[config.mk]
export PLATFORM = sky130hd
export DESIGN_NAME = json_string_unescaper_top
export DESIGN_NICKNAME = d
export VERILOG_FILES = /design/src/jsu_pkg.sv /design/src/jsu_decode.sv /design/src/jsu_serial.sv /design/src/json_string_unescaper_top.sv
export SDC_FILE = /design/constraint.sdc
export NUM_CORES = 1
export LEC_CHECK = 0
export ABC_CLOCK_PERIOD_IN_PS = 4300
export BUFFER_PORTS_ARGS = -buffer_cell sky130_fd_sc_hd__buf_2
export CELL_PAD_IN_SITES_DETAIL_PLACEMENT = 0
export CELL_PAD_IN_SITES_GLOBAL_PLACEMENT = 1
export CORE_AREA = 2 2 99 91
export CTS_BUF_LIST = sky130_fd_sc_hd__clkbuf_8
export CTS_CLUSTER_DIAMETER = 120
export DETAILED_ROUTE_END_ITERATION = 12
export DIE_AREA = 0 0 101 93
export GPL_ROUTABILITY_DRIVEN = 0
export GPL_TIMING_DRIVEN = 0
export PLACE_DENSITY_LB_ADDON = 0.1
export SLEW_MARGIN = 10
export SYNTH_ARGS = -nofsm -noshare
export SYNTH_HDL_FRONTEND = slang
export SYNTH_HIERARCHICAL = 1
export SYNTH_SLANG_ARGS = --single-unit
[constraint.sdc]
create_clock -name clk -period 4.3 [get_ports clk]
set_input_delay 0.43 -clock clk [delete_from_list [all_inputs] [get_ports clk]]
set_output_delay 0.43 -clock clk [all_outputs]
set_load 0.1 [all_outputs]
[src/jsu_pkg.sv]
// ----------------------------------------------------------------------------
// jsu_pkg
// Shared types, character codes and helper functions for the JSON string
// unescaper.
// ----------------------------------------------------------------------------
`default_nettype none

package jsu_pkg;

    // Parser position within the literal
    typedef enum logic [2:0] {
        MODE_IDLE = 3'd0,
        MODE_STR  = 3'd1,
        MODE_ESC  = 3'd2,
        MODE_HEX1 = 3'd3,
        MODE_HEX2 = 3'd4,
        MODE_HEX3 = 3'd5,
        MODE_HEX4 = 3'd6
    } mode_t;

    // Result kind carried on the status port
    typedef enum logic [1:0] {
        ST_BYTE  = 2'd0,
        ST_DONE  = 2'd1,
        ST_ERROR = 2'd2
    } status_t;

    localparam int unsigned MAX_RESULTS = 3;

    // Characters of interest
    localparam logic [7:0] CH_QUOTE  = 8'h22;
    localparam logic [7:0] CH_BSLASH = 8'h5C;
    localparam logic [7:0] CH_SLASH  = 8'h2F;
    localparam logic [7:0] CH_SPACE  = 8'h20;
    localparam logic [7:0] CH_TAB    = 8'h09;
    localparam logic [7:0] CH_CR     = 8'h0D;
    localparam logic [7:0] CH_LF     = 8'h0A;
    localparam logic [7:0] CH_BS     = 8'h08;
    localparam logic [7:0] CH_FF     = 8'h0C;
    localparam logic [7:0] CH_LOW_B  = 8'h62;
    localparam logic [7:0] CH_LOW_F  = 8'h66;
    localparam logic [7:0] CH_LOW_N  = 8'h6E;
    localparam logic [7:0] CH_LOW_R  = 8'h72;
    localparam logic [7:0] CH_LOW_T  = 8'h74;
    localparam logic [7:0] CH_LOW_U  = 8'h75;

    // UTF-8 lead and continuation marks
    localparam logic [7:0]  UTF_LEAD2 = 8'hC0;
    localparam logic [7:0]  UTF_LEAD3 = 8'hE0;
    localparam logic [7:0]  UTF_CONT  = 8'h80;
    localparam logic [15:0] UTF_ONE_LIMIT = 16'h0080;
    localparam logic [15:0] UTF_TWO_LIMIT = 16'h0800;

    // Up to three results produced by one input beat, first in slot 0
    typedef struct packed {
        logic [1:0]                   count;
        status_t                      status;
        logic [MAX_RESULTS-1:0][7:0]  bytes;
    } res_group_t;

    // Hex digit value; bit 4 flags a valid digit
    function automatic logic [4:0] hex_digit(input logic [7:0] h);
        logic [4:0] r;
        r = '0;
        if (h >= 8'h30 && h <= 8'h39)
            r = {1'b1, h[3:0]};
        else if ((h >= 8'h61 && h <= 8'h66) || (h >= 8'h41 && h <= 8'h46))
            r = {1'b1, h[3:0] + 4'd9};
        return r;
    endfunction

    // Single-letter escape; bit 8 flags a valid letter
    function automatic logic [8:0] escape_map(input logic [7:0] e);
        logic [8:0] r;
        r = '0;
        case (e)
            CH_QUOTE:  r = {1'b1, CH_QUOTE};
            CH_BSLASH: r = {1'b1, CH_BSLASH};
            CH_SLASH:  r = {1'b1, CH_SLASH};
            CH_LOW_B:  r = {1'b1, CH_BS};
            CH_LOW_F:  r = {1'b1, CH_FF};
            CH_LOW_N:  r = {1'b1, CH_LF};
            CH_LOW_R:  r = {1'b1, CH_CR};
            CH_LOW_T:  r = {1'b1, CH_TAB};
            default:   r = '0;
        endcase
        return r;
    endfunction

endpackage

`default_nettype wire

[src/jsu_decode.sv]
// ----------------------------------------------------------------------------
// jsu_decode
// Parser state and the per-beat decode of one payload byte into a group of
// zero to three results.
// ----------------------------------------------------------------------------
`default_nettype none

module jsu_decode (
    input  wire logic               clk,
    input  wire logic               rst_n,
    input  wire logic [7:0]         in_byte,
    input  wire logic               end_of_source,
    input  wire logic               advance,
    output jsu_pkg::res_group_t     grp
);
    import jsu_pkg::*;

    mode_t       mode_reg, mode_next;
    logic [15:0] cp_reg, cp_next;
    logic [15:0] cp_shift;
    logic [4:0]  hex;
    logic [8:0]  esc;
    logic        blank;

    assign hex      = hex_digit(in_byte);
    assign esc      = escape_map(in_byte);
    assign cp_shift = {cp_reg[11:0], hex[3:0]};
    assign blank    = (in_byte == CH_SPACE || in_byte == CH_TAB ||
                       in_byte == CH_CR || in_byte == CH_LF);

    // Next parser position and code point
    always_comb
    begin
        mode_next = mode_reg;
        cp_next   = cp_reg;
        case (mode_reg)
            MODE_STR:
            begin
                if (in_byte == CH_QUOTE || end_of_source)
                    mode_next = MODE_IDLE;
                else if (in_byte == CH_BSLASH)
                    mode_next = MODE_ESC;
            end
            MODE_ESC:
            begin
                if (in_byte == CH_LOW_U && !end_of_source)
                begin
                    cp_next   = '0;
                    mode_next = MODE_HEX1;
                end
                else if (esc[8] && !end_of_source)
                    mode_next = MODE_STR;
                else
                    mode_next = MODE_IDLE;
            end
            MODE_HEX1, MODE_HEX2, MODE_HEX3, MODE_HEX4:
            begin
                if (!hex[4] || end_of_source)
                    mode_next = MODE_IDLE;
                else
                begin
                    cp_next = cp_shift;
                    case (mode_reg)
                        MODE_HEX1: mode_next = MODE_HEX2;
                        MODE_HEX2: mode_next = MODE_HEX3;
                        MODE_HEX3: mode_next = MODE_HEX4;
                        default:   mode_next = MODE_STR;
                    endcase
                end
            end
            default:
            begin
                // Idle, and the unused code: wait for the quote
                if (in_byte == CH_QUOTE && !end_of_source)
                    mode_next = MODE_STR;
                else
                    mode_next = MODE_IDLE;
            end
        endcase
    end

    // Results caused by this beat
    always_comb
    begin
        grp        = '0;
        grp.status = ST_BYTE;
        case (mode_reg)
            MODE_STR:
            begin
                if (in_byte == CH_QUOTE)
                begin
                    grp.count  = 2'd1;
                    grp.status = ST_DONE;
                end
                else if (end_of_source)
                begin
                    grp.count  = 2'd1;
                    grp.status = ST_ERROR;
                end
                else if (in_byte != CH_BSLASH)
                begin
                    grp.count    = 2'd1;
                    grp.bytes[0] = in_byte;
                end
            end
            MODE_ESC:
            begin
                if (esc[8] && !end_of_source)
                begin
                    grp.count    = 2'd1;
                    grp.bytes[0] = esc[7:0];
                end
                else if (in_byte != CH_LOW_U || end_of_source)
                begin
                    grp.count  = 2'd1;
                    grp.status = ST_ERROR;
                end
            end
            MODE_HEX1, MODE_HEX2, MODE_HEX3, MODE_HEX4:
            begin
                if (!hex[4] || end_of_source)
                begin
                    grp.count  = 2'd1;
                    grp.status = ST_ERROR;
                end
                else if (mode_reg == MODE_HEX4)
                begin
                    if (cp_shift < UTF_ONE_LIMIT)
                    begin
                        grp.count    = 2'd1;
                        grp.bytes[0] = cp_shift[7:0];
                    end
                    else if (cp_shift < UTF_TWO_LIMIT)
                    begin
                        grp.count    = 2'd2;
                        grp.bytes[0] = UTF_LEAD2 | {3'b000, cp_shift[10:6]};
                        grp.bytes[1] = UTF_CONT | {2'b00, cp_shift[5:0]};
                    end
                    else
                    begin
                        grp.count    = 2'd3;
                        grp.bytes[0] = UTF_LEAD3 | {4'b0000, cp_shift[15:12]};
                        grp.bytes[1] = UTF_CONT | {2'b00, cp_shift[11:6]};
                        grp.bytes[2] = UTF_CONT | {2'b00, cp_shift[5:0]};
                    end
                end
            end
            default:
            begin
                // Skip blanks, open on a quote, reject the rest or an early end
                if (end_of_source || !(blank || in_byte == CH_QUOTE))
                begin
                    grp.count  = 2'd1;
                    grp.status = ST_ERROR;
                end
            end
        endcase
    end

    always_ff @(posedge clk or negedge rst_n)
    begin
        if (!rst_n)
        begin
            mode_reg <= MODE_IDLE;
            cp_reg   <= '0;
        end
        else if (advance)
        begin
            mode_reg <= mode_next;
            cp_reg   <= cp_next;
        end
    end

endmodule

`default_nettype wire

[src/jsu_serial.sv]
// ----------------------------------------------------------------------------
// jsu_serial
// Result register: holds one decoded group and hands its results out one
// beat at a time, reloading as the last one leaves.
// ----------------------------------------------------------------------------
`default_nettype none

module jsu_serial (
    input  wire logic               clk,
    input  wire logic               rst_n,
    input  wire logic               load,
    input  wire jsu_pkg::res_group_t grp,
    output logic                    can_load,
    output logic                    out_valid,
    input  wire logic               out_stall,
    output logic [7:0]              out_byte,
    output logic [1:0]              status,
    output logic                    last_of_run
);
    import jsu_pkg::*;

    logic [1:0]                  cnt_reg, cnt_next;
    logic [1:0]                  idx_reg, idx_next;
    status_t                     st_reg;
    logic [MAX_RESULTS-1:0][7:0] data_reg;
    logic                        take;
    logic                        is_last;

    assign out_valid   = (cnt_reg != 2'd0);
    assign is_last     = (idx_reg == cnt_reg - 2'd1);
    assign take        = out_valid && !out_stall;
    assign can_load    = !out_valid || (take && is_last);
    assign out_byte    = data_reg[idx_reg];
    assign status      = st_reg;
    assign last_of_run = is_last;

    always_comb
    begin
        cnt_next = cnt_reg;
        idx_next = idx_reg;
        if (load)
        begin
            cnt_next = grp.count;
            idx_next = '0;
        end
        else if (take)
        begin
            if (is_last)
                cnt_next = '0;
            else
                idx_next = idx_reg + 2'd1;
        end
    end

    always_ff @(posedge clk or negedge rst_n)
    begin
        if (!rst_n)
        begin
            cnt_reg <= '0;
            idx_reg <= '0;
        end
        else
        begin
            cnt_reg <= cnt_next;
            idx_reg <= idx_next;
        end
    end

    always_ff @(posedge clk)
    begin
        if (load)
        begin
            st_reg   <= grp.status;
            data_reg <= grp.bytes;
        end
    end

endmodule

`default_nettype wire

[src/json_string_unescaper_top.sv]
// ----------------------------------------------------------------------------
// json_string_unescaper_top
// Decodes one JSON string literal from a byte stream into raw UTF-8 bytes.
// ----------------------------------------------------------------------------
// Bytes enter one per beat on the input channel. Leading space, tab, CR and
// LF are skipped; the opening quote starts the string, and every string byte
// then comes out as a result with status 0. Escapes \" \\ \/ \b \f \n \r \t
// give one byte; \uXXXX gives one, two or three UTF-8 bytes once its fourth
// hex digit arrives (surrogates are encoded singly, never paired). The
// closing quote yields status 1, and any malformed byte, or a final byte
// that is not the closing quote, yields status 2; both return the parser to
// idle. last_of_run marks the final result caused by an input byte. Rate:
// one input byte per cycle while each byte causes at most one result and no
// stall comes from the output; a \u escape's three-byte result leaves the
// result register one result per cycle while out_stall is low. A byte passes
// through the input register and then the result register.
// ----------------------------------------------------------------------------
`default_nettype none

module json_string_unescaper_top (
    input  wire logic       clk,
    input  wire logic       rst_n,
    input  wire logic       in_valid,
    output logic            in_stall,
    input  wire logic [7:0] in_byte,
    input  wire logic       end_of_source,
    output logic            out_valid,
    input  wire logic       out_stall,
    output logic [7:0]      out_byte,
    output logic [1:0]      status,
    output logic            last_of_run
);
    import jsu_pkg::*;

    // Input register
    logic       in_vld_reg, in_vld_next;
    logic [7:0] in_byte_reg;
    logic       in_eos_reg;

    res_group_t grp;
    logic       can_load;
    logic       consume;
    logic       load;

    // A beat with no results leaves at once; otherwise it waits for the
    // result register to free up (or to free up in this same cycle).
    assign consume  = in_vld_reg && ((grp.count == 2'd0) || can_load);
    assign load     = consume && (grp.count != 2'd0);
    assign in_stall = in_vld_reg && !consume;

    assign in_vld_next = in_stall ? in_vld_reg : in_valid;

    always_ff @(posedge clk or negedge rst_n)
    begin
        if (!rst_n)
            in_vld_reg <= 1'b0;
        else
            in_vld_reg <= in_vld_next;
    end

    // Hold the payload while stalled; capture on every accepted beat
    always_ff @(posedge clk)
    begin
        if (in_valid && !in_stall)
        begin
            in_byte_reg <= in_byte;
            in_eos_reg  <= end_of_source;
        end
    end

    jsu_decode u_decode (
        .clk           (clk),
        .rst_n         (rst_n),
        .in_byte       (in_byte_reg),
        .end_of_source (in_eos_reg),
        .advance       (consume),
        .grp           (grp)
    );

    jsu_serial u_serial (
        .clk         (clk),
        .rst_n       (rst_n),
        .load        (load),
        .grp         (grp),
        .can_load    (can_load),
        .out_valid   (out_valid),
        .out_stall   (out_stall),
        .out_byte    (out_byte),
        .status      (status),
        .last_of_run (last_of_run)
    );

endmodule

`default_nettype wire

# Word-level counts from Yosys, hierarchy flattened
# Index checks and enable logic that the tools add are counted.
[totals] regBits=55 elab_cells=141
[classes] n_lt_le_gt_ge=9 bitwise=2 n_eq_ne=26 n_reduce_logical=43 n_mux=46 n_addsub=3
[op_table] operator="$mux W8" n=9
[op_table] operator="$pmux W9 S8" n=1
[op_table] operator="$eq A8 B7 Y1 const B" n=7
[op_table] operator="$eq A8 B4 Y1 const B" n=3
[op_table] operator="$eq A8 B6 Y1 const B" n=3
[op_table] operator="$mux W12" n=2
[op_table] operator="$mux W2" n=12
[op_table] operator="$pmux W12 S2" n=1
[op_table] operator="$pmux W8 S3" n=1
[op_table] operator="$mux W3" n=6
[op_table] operator="$pmux W3 S3" n=2
[op_table] operator="$bmux W8 S2" n=1
[op_table] operator="$ge A8 B7 Y1 const B" n=2
[op_table] operator="$le A8 B7 Y1 const B" n=2
[op_table] operator="$lt A16 B12 Y1 const B" n=1
[op_table] operator="$lt A16 B8 Y1 const B" n=1
[op_table] operator="$ne A8 B7 Y1 const B" n=2
[op_table] operator="$mux W14" n=1
[op_table] operator="$logic_and A1 B1 Y1" n=12
[op_table] operator="$pmux W4 S3" n=1
[op_table] operator="$logic_or A1 B1 Y1" n=11
[op_table] operator="$mux W5" n=2
[op_table] operator="$reduce_bool A2 Y1" n=5
[op_table] operator="$eq A3 B3 Y1 const B" n=3
[op_table] operator="other kinds (21)" n=38

# Logic depth before layout (Yosys ltp)
# Gate-level depths: netlist of the first run.
[depth] ltp_word=18 depth_mapped=17 mapped_depth_nobuf=14

# By module
# Netlist of the first run, hierarchy kept.
[modules_own_cells] mod="jsu_decode" cells_each=225 area_per_inst_um2=1701.6 n_inst=1 seq_area_each_um2=375.4
[modules_own_cells] mod="jsu_serial" cells_each=82 area_per_inst_um2=1224.9 n_inst=1 seq_area_each_um2=880.8
[modules_own_cells] mod="json_string_unescaper_top" cells_each=18 area_per_inst_um2=341.6 n_inst=1 seq_area_each_um2=295.3

# Worst setup path before layout of the first run
# No wires, ideal clock.
[synth_timing] path_kind="reg2reg" from="register in_byte_reg[1]" to="register u_serial.idx_reg[1]" n_path_buf=3 required_ns=4.172 period_less_slack_ns=4.270 arrival_time_ns=4.142 stages_incl_launch_ff=15 path_slack_ns=0.030 cell_sequence="edfxtp_1 > inv_1 > ha_1 > nor2_1 > a2111oi_4 > o21bai_4 > or3_1 > buf_2 > nor2_1 > buf_4 > o21ai_2 > nor2_1 > buf_1 > nor2_1 > mux2_1"
[synth_lines] item="start, declared" line_no="json_string_unescaper_top.sv:37" rtl="logic [7:0] in_byte_reg;"
[synth_lines] item="start signal, assigned" line_no="json_string_unescaper_top.sv:66" rtl="in_byte_reg <= in_byte;"
[synth_lines] item="end signal, assigned" line_no="jsu_serial.sv:65" rtl="idx_reg <= idx_next;"
[synth_lines] item="end, declared" line_no="jsu_serial.sv:23" rtl="logic [1:0] idx_reg, idx_next;"

==> flow_summary.toml, run 1 <==
[sta]
final_max_slew_viol_count = 0
post-route-min-period_ps = 3950
setup_viol = 0
worst_slew_pin_slew_ps = 1190
hold_viol = 0
finClkSkew_ps = 12.2
holdWs_ps = 72.6
maxSlewHeadroom_pct = 19.3
rsz0062_at_grt = "false"
min_period_over_period_pct = 91.9
finalWorstSetupSlack_ps = 349
fmax_ghz = 0.253

[yosys]
synthMuxAreaShare_pct = 3.79
synth_area_sq_um = 3270
synth_top_family_by_area = "compound AO/OA/AOI/OAI gates"
yosysTopAreaCell = "edfxtp_1"
ys_ff_latch = 55
synth-edff-count = 35
synth-xor-area-share_pct = 1.03
synth_flop_cell = "edfxtp_1"
yosys_warnings = 6
synth_common_cells = "edfxtp_1 (35), nor2_1 (33), nand2_1 (29)"
synth-adder-area-share_pct = 2.30
synth_top_area_share_pct = 32.2
yosys.area_share.simple_pct = 18.8
synthDistinctLibCells = 68
async_flop_share_pct = 36.4
avgSynthCellArea_sq_um = 10.1
synth_cells = 325
yosys.cell_count.top_type = "edfxtp_1"
yosysSeqAreaShare_pct = 47.5
synth_compound_area_share_pct = 21.9
synth.area.top_cells = "edfxtp_1 (32%), dfrtp_1 (15%), a22o_1 (4.6%), nor2_1 (3.8%), nand2_1 (3.3%)"

[drt]
drt_iter0_drc = 122
vias_per_cell = 5.54
drt-total-wl_mm = 7.74
drtAntennaViolNets = 0
wl_per_cell_um = 16.6
vias = 2576
dr.pass1.iters = 4
drc = 0

[clock_tree]
cts_buffers = 5
clk_latency_ps = 310
cts_sinks = 55
htreeDepth = 2
clkSlewWorstSetupHoldPaths_ps = 110
clockBufferDepth = 2
cts_root_buffer = "clkbuf_8"
cts_tree = "done"
holdBufCountCts = 0

[placement]
place_ws_ps = -24.8
portBuffers = 25
dpl.hpwl_mm = 5.90
dp.cells = 454

[layout]
final_nets = 381
final_util_pct = 43.5
multi_input_area_sq_um = 1580
largest_reg_flops = 24
area_growth_pct = 12.0
fillers = 842
final-instance-count-excl-fill = 465
antenna_cells = 0
layout-drive-gt1-share_pct = 16.3
register_area_sq_um = 1550

[floorplanning]
rows = 32
start_util_pct = 38.9
die_x_um = 101
die_height_um = 93
ios = 26
die-area_sq_um = 9390
core_sq_um = 8410

[worst_setup_path]
path_delay_family = "compound AO/OA/AOI/OAI gates"
slowest_delay_ps = 530
worstPathBufferInverterCount = 4
cp_common_cell = "nor2_1"
critPathMaxFanout = 10
cp-end-kind = "flop"
r2r_start = "in_byte_reg[1]"
crit_type = "flop to flop"
cp-startpoint = "in_byte_reg[1]"
startpoint_type = "flop"
crit_required_ps = 4550
cp.arrival_ps = 4200
path_cells = "inv_1 > ha_1 > nor2_1 > a2111oi_4 > o21bai_4 > or3_1 > buf_2 > nor2_1 > buf_4 > nor2_1 > o21a_1 > nand2_1 > nor2_1 > a31oi_1 > buf_2 > a22o_1"
cp_slowest_cell = "edfxtp_1"

[global_route]
grt_usage_pct = 17.5
grt-ovfl-total = 0
grt_pass1_vias = 2435
grt_max_degree = 21
antenna_found_initial = 0
grt_pass1_wl_mm = 12.9

[power]
ir_worst_vdd_v = 0.000354
power.density_nw_per_um2 = 706
p_leak_nw = 1.44
finalPower_w = 0.00258

[job]
max-cap-violations = 0

[hold_path]
hold_class = "input pin to async pin"

[status]
status = "complete, no violations"
-- final cells by class --
class	count	area share, %
repair buffers	29	4.41
plain buffers	19	2.67
multi-input cells	238	43.1
flip-flops and latches	55	42.4
well taps	102	3.49
inverters	14	1.44
clock buffers	5	1.88
clock inverters	3	0.615
-- logic make-up (layout without fill, tap and decap cells) --
kind of cell    after synthesis  count (layout)
other cells                   1               2
fa+ha+maj                     6               6
mux                          12              12
flops                        55              55
compound gates               97              97
buf+inv                      33              70
simple gates                118             118
xor+xnor                      3               3
-- power by group --
group	switching, W	internal, W
sequential	0.0000803	0.000760
clock	0.000173	0.000117
combinational	0.00113	0.000320
total	0.00139	0.00120
-- final timing paths --
path	endpoint	slack (ps)	cells after the start
worst max-delay path	u_decode/cp_reg[11]	350	16
worst min-delay path	u_decode/cp_reg[0]	70	1
worst max register to register	u_decode/cp_reg[11]	350	16
worst min register to register	u_decode/cp_reg[10]	570	1
max in group asynchronous	u_decode/cp_reg[11]	3890	1
min in group clk	in_byte_reg[1]	290	1
-- worst reg2reg max path, stage by stage (launching register included) --
cell	delay, ps
edfxtp_1	530
inv_1	150
ha_1	280
nor2_1	110
a2111oi_4	510
o21bai_4	190
or3_1	370
buf_2	180
nor2_1	200
buf_4	160
nor2_1	40
o21a_1	230
nand2_1	80
nor2_1	80
a31oi_1	330
buf_2	290
a22o_1	150
-- per-stage QoR --
stage	setup TNS [ps]	instance area, sq um
2_1_floorplan	0	3270
3_3_place_gp	-15320	3520
3_5_place_dp	-42.3	3540
4_1_cts	0	3630
5_1_grt	0	3660
6_report	0	3660
-- layer usage --
layer / global-route usage [%] / up-vias / wire length [um]
met2: 27.7 / 54 / 3580
met4: 3.38 / 0 / 28
met1: 25.8 / 1238 / 3850
li1: - / 1282 / -
met3: 2.47 / 2 / 283
met5: 0 / - / 0
-- what timing repair did --
action,4_1_cts,5_1_grt
gates cloned,0,0
buffers inserted,0,3
setup endpoints to repair,2,10
pin swaps,0,2
resized for setup,1,1
-- cells in the final DEF (no fill, tap or decap), types with 5 or more instances in the layout --
cell,instances
nand2_1,29
o21ai_1,11
nor2b_1,6
clkbuf_8,5
dfrtp_1,20
nor2_1,32
mux2i_1,9
a22o_1,17
buf_2,27
ha_1,6
a21oi_1,13
o21ai_0,14
clkbuf_1,10
edfxtp_1,35
a21o_1,5
inv_1,13
nand3_1,9
a22oi_1,6
buf_4,7
and2_1,6
nor3_1,6
a31oi_1,5
Note: power is estimated with default switching activity, not from simulation.
==> inputs of run 2 (changes only) <==
GPL_TIMING_DRIVEN = unset   (was 0)
==> run 2 against run 1 <==
Against the previous run: clock power is 5% lower; sequential cell count is the same; wire length is 1.8% lower; sequential share of layout area rose by 1.3 points; final cell count shrank 3.9%; die area unchanged; count of clock-buffer cells in the layout unchanged; global-route usage fell by 0.55 points; combinational power is 8% lower; clock skew shrank 7.1 ps; maximum frequency rose by 1.8%; critical path depth fell by 6.
==> flow_summary.toml, run 2 (synthesis gave the netlist of run 1 again) <==
[status]
status = "complete, no violations"

[global_route]
antenna_found_initial = 0
grt_pass1_wl_mm = 12.5
grt-ovfl-total = 0
grt_pass1_vias = 2370
grt_max_degree = 33
grt_usage_pct = 17.0

[worst_setup_path]
critPathMaxFanout = 8
timing.rr.end = "u_decode/cp_reg[1]"
crit_type = "flop to output port"
cp-end-kind = "output port"
cp.arrival_ps = 3450
startpoint_type = "flop"
crit_required_ps = 3870
ff2ff_path_depth = 15
r2r_start = "in_byte_reg[1]"
r2r_slack_ps = 620

[floorplanning]
start_util_pct = 38.9
die_x_um = 101
core_sq_um = 8410
rows = 32
ios = 26
die-area_sq_um = 9390
die_height_um = 93

[layout]
layout-drive-gt1-share_pct = 14.5
area_growth_pct = 8.69
antenna_cells = 0
mostFrequentLayoutCell = "edfxtp_1"
final_nets = 363
fillers = 829
largest_reg_flops = 24
final_cell_mix = "edfxtp_1 (35), nor2_1 (32), nand2_1 (29)"
multi_input_area_sq_um = 1570
register_area_sq_um = 1550

[clock_tree]
postCtsSetupBuffers = 0
htreeDepth = 2
clockBufferDepth = 2
clkSlewWorstSetupHoldPaths_ps = 100
cts_tree = "done"
holdBufCountCts = 0
cts_sinks = 55
cts.repair.resized = 0
clk_latency_ps = 310
cts_root_buffer = "clkbuf_8"
cts_buffers = 5

[placement]
dpl.hpwl_mm = 5.74
portBuffers = 25
place_ws_ps = 669

[hold_path]
hold_class = "input pin to async pin"

[drt]
vias_per_cell = 5.54
drt_iter0_drc = 129
dr.pass1.iters = 4
drt-total-wl_mm = 7.60
drc = 0
wl_per_cell_um = 17.0
drtAntennaViolNets = 0
vias = 2476

[sta]
hold_viol = 0
setup_viol = 0
min_period_over_period_pct = 90.3
worst_slew_pin_slew_ps = 1110
finClkSkew_ps = 5.11
finalWorstSetupSlack_ps = 418
rsz0062_at_grt = "false"
post-route-min-period_ps = 3880
fmax_ghz = 0.258
final_max_slew_viol_count = 0
tns_ps = 0
maxSlewHeadroom_pct = 25.0

[power]
ir_worst_vdd_v = 0.000321
power.density_nw_per_um2 = 706
p_leak_nw = 1.39

[job]
max-cap-violations = 0
-- run 2: area by class of cell --
type	count	area share, %
timing repair buffer	30	4.58
sequential	55	43.7
clock inverter	3	0.458
multi-input combinational	238	44.3
clock buffer	5	1.94
inverter	14	1.48
tap	102	3.59
-- run 2: metal layers --
metal / global-route usage, % / up-vias / share of wire (%)
met5: 0 / - / 0
met1: 25.0 / 1166 / 51
met2: 25.6 / 55 / 45
met4: 4.95 / 0 / 1.4
li1: - / 1244 / -
met3: 2.99 / 11 / 3.4
-- run 2: per-stage QoR --
stage | std cells | hold WS, ps | util, % | total power, W | instance area (sq um)
detailed placement | 439 | 424 | 41.2 | 0.00225 | 3470
finish | 447 | 71.9 | 42.2 | 0.00251 | 3550
floorplan | 326 | 134 | - | 0.00202 | 3270
CTS | 447 | 81.4 | 42.2 | 0.00254 | 3550
global route | 447 | 92.8 | 42.2 | 0.00264 | 3550
global placement | 439 | 427 | 41.2 | 0.00225 | 3470
-- run 2: power breakdown --
part	leakage (nW)	switching [W]	total (W)	internal [W]
Combinational	0.727	0.00107	0.00134	0.000274
Clock	0.0470	0.000164	0.000276	0.000112
Sequential	0.613	0.000128	0.000888	0.000760
Total	1.39	0.00136	0.00251	0.00115
-- run 2: worst max-delay path by stage --
stage	from	to	slack [ps]	cells past startpoint
after global routing	in_byte_reg[0]	in_stall	110	10
after CTS	in_byte_reg[1]	in_stall	420	10
final	in_byte_reg[1]	in_stall	420	10
after floorplan	in_byte_reg[1]	u_serial/idx_reg[1]	30	14
after global placement	in_byte_reg[1]	u_decode/cp_reg[3]	750	15
after detailed placement	in_byte_reg[1]	u_serial/idx_reg[0]	670	12
-- run 2: worst max-delay path, cell delays in order (launching register included) --
cell       delay (ps)
edfxtp_1          520
inv_1             160
ha_1              260
nor2_1            100
a2111oi_4         520
o21bai_4          190
or3_1             410
nor2_1            320
o21ai_2           150
nor2_1             90
buf_2             430
==> inputs of run 3 (changes only) <==
ABC_AREA = 1   (was unset)
CORE_AREA = 2 2 102 94   (was 2 2 99 91)
DIE_AREA = 0 0 104 96   (was 0 0 101 93)
==> run 3 against run 2 <==
Against the previous run: setup slack improved by 530 ps; largest cell class unchanged; via count rose by 16%; sequential power fell by 2%; clock power rose by 26%; core utilization rose by 0.079 points; die area rose by 6.3%; global-route usage rose by 0.81 points; highest routed layer unchanged; sequential cell count did not move; largest power group unchanged.
==> flow_summary.toml, run 3 <==
[floorplanning]
die-area_sq_um = 9980
rows = 33
core_sq_um = 8920
die_x_um = 104
die_height_um = 96
start_util_pct = 38.9
ios = 26

[placement]
portBuffers = 25
dpl.hpwl_mm = 6.79

[sta]
maxSlewHeadroom_pct = 42.7
worst_slew_pin_slew_ps = 850
rsz0062_at_grt = "false"
tns_ps = 0
hold_viol = 0
final_max_slew_viol_count = 0
post-route-min-period_ps = 3350
fmax_ghz = 0.298
holdWs_ps = 56.6
finClkSkew_ps = 15.6
min_period_over_period_pct = 78.0
setup_viol = 0

[worst_setup_path]
crit_type = "flop to output port"
path_delay_family = "simple AND/OR/NAND/NOR gates"
critPathMaxFanout = 6
timing.rr.end = "u_serial/idx_reg[1]"
cp_slowest_cell = "edfxtp_1"
r2r_slack_ps = 1040
path_cells = "inv_1 > ha_1 > nand2_1 > nor2_1 > nand2_1 > nand2_1 > nor2_1 > nand2_2 > nand3_1 > nand3_1 > inv_1 > nand2_2 > nand3_2 > inv_1 > buf_2"
crit_required_ps = 3870
r2r_start = "in_byte_reg[0]"
worstPathBufferInverterCount = 4
ff2ff_path_depth = 18
cp.arrival_ps = 2920
worst-path-stages = 15
crit_end = "in_stall"
startpoint_type = "flop"
cp-end-kind = "output port"
cp-startpoint = "in_byte_reg[0]"
slowest_delay_ps = 490

[clock_tree]
cts_root_buffer = "clkbuf_8"
cts.repair.resized = 0
cts_tree = "done"
htreeDepth = 2
cts_sinks = 55
holdBufCountCts = 0
clockBufferDepth = 2
cts_buffers = 5
clk_latency_ps = 320
postCtsSetupBuffers = 0
clkSlewWorstSetupHoldPaths_ps = 110

[yosys]
synth_area_sq_um = 3470
avgSynthCellArea_sq_um = 7.95
synth_common_cells = "nand2_1 (112), nand3_1 (50), nor2_1 (50)"
yosysTopAreaCell = "edfxtp_1"
synth-edff-count = 35
ys_ff_latch = 55
synth.area.top_cells = "edfxtp_1 (30%), dfrtp_1 (14%), nand2_1 (12%), nand3_1 (7.2%), nor2_1 (5.4%)"
synth_cells = 436
synth_flop_cell = "edfxtp_1"
synthDistinctLibCells = 34
yosys.cell_count.top_type = "nand2_1"
async_flop_share_pct = 36.4
synth_top_area_share_pct = 30.3
yosysSeqAreaShare_pct = 44.8
yosys_warnings = 6

[drt]
drt-total-wl_mm = 8.51
dr.pass1.iters = 5
drt_iter0_drc = 148
vias_per_cell = 4.93
drtAntennaViolNets = 0
vias = 2871
drc = 0
wl_per_cell_um = 14.6

[global_route]
grt_use_met1_pct = 24.1
grt_max_degree = 30
grt_pass1_vias = 2678
grt_usage_pct = 17.8
grt.busiest_layer = "met2"
grt-ovfl-total = 0
grt.met2_usage_pct = 29.3
antenna_found_initial = 0
grt_pass1_wl_mm = 13.7
grtUsageMet3_pct = 3.05

[layout]
largest_reg_flops = 24
final_cell_mix = "nand2_1 (112), nor2_1 (50), nand3_1 (50)"
mostFrequentLayoutCell = "nand2_1"
layout-drive-gt1-share_pct = 16.1
antenna_cells = 0
area_growth_pct = 8.92
final_nets = 478

[status]
status = "complete, no violations"

[power]
p_leak_nw = 1.70
power.density_nw_per_um2 = 672
ir_worst_vdd_v = 0.000268

[job]
max-cap-violations = 0

[hold_path]
hold_class = "input pin to async pin"
run 3: final cells by class:
cell class,count,area (sq um)
Fill cell,949,5140
Multi-Input combinational cell,315,1620
Sequential cell,55,1550
Inverter,57,214
Tap cell,122,153
Timing Repair Buffer,25,125
Clock buffer,5,68.8
Clock inverter,3,41.3
run 3: metal layers:
layer / share of wire (%) / wire length [um]
met5: 0 / 0
met4: 2.1 / 181
met3: 4.0 / 338
met2: 46 / 3880
met1: 48 / 4110
run 3: worst min path at each step:
stage / from / to / slack [ps] / cells past startpoint
detailed placement: rst_n / u_serial/idx_reg[0] / 420 / 1
global route: rst_n / u_serial/idx_reg[0] / 90 / 1
global placement: rst_n / u_serial/idx_reg[0] / 410 / 1
CTS: rst_n / u_serial/idx_reg[0] / 70 / 1
finish: rst_n / u_serial/idx_reg[1] / 60 / 1
floorplan: rst_n / in_vld_reg / 130 / 0
run 3: power by group:
part / leakage [nW] / switching, W / internal (W)
registers: 0.609 / 0.000102 / 0.000767
logic: 1.04 / 0.00109 / 0.000236
clock network: 0.0556 / 0.000175 / 0.000172
total: 1.70 / 0.00136 / 0.00117
run 3: cells by family (layout without fill, tap and decap cells):
logic type / count (synthesis) / count (layout) / share of synthesized area (%)
and+or+nand+nor: 250 / 250 / 34.6
buffers and inverters: 67 / 90 / 8.56
AOI/OAI and AO/OA: 55 / 55 / 9.28
DFF: 55 / 55 / 44.8
adders and majority gates: 6 / 6 / 2.17
xor gates and xnor gates: 2 / 2 / 0.506
other: 1 / 2 / 0.108
run 3: metrics by stage:
stage	total power, W	worst slack (ps)	cells	utilization, %	cell area [sq um]
CTS	0.00256	937	582	42.3	3770
detailed placement	0.00222	1010	574	41.1	3660
global route	0.00271	589	582	42.3	3770
global placement	0.00221	1200	574	41.1	3660
finish	0.00254	947	582	42.3	3770
floorplan	0.00198	1070	437	-	3470
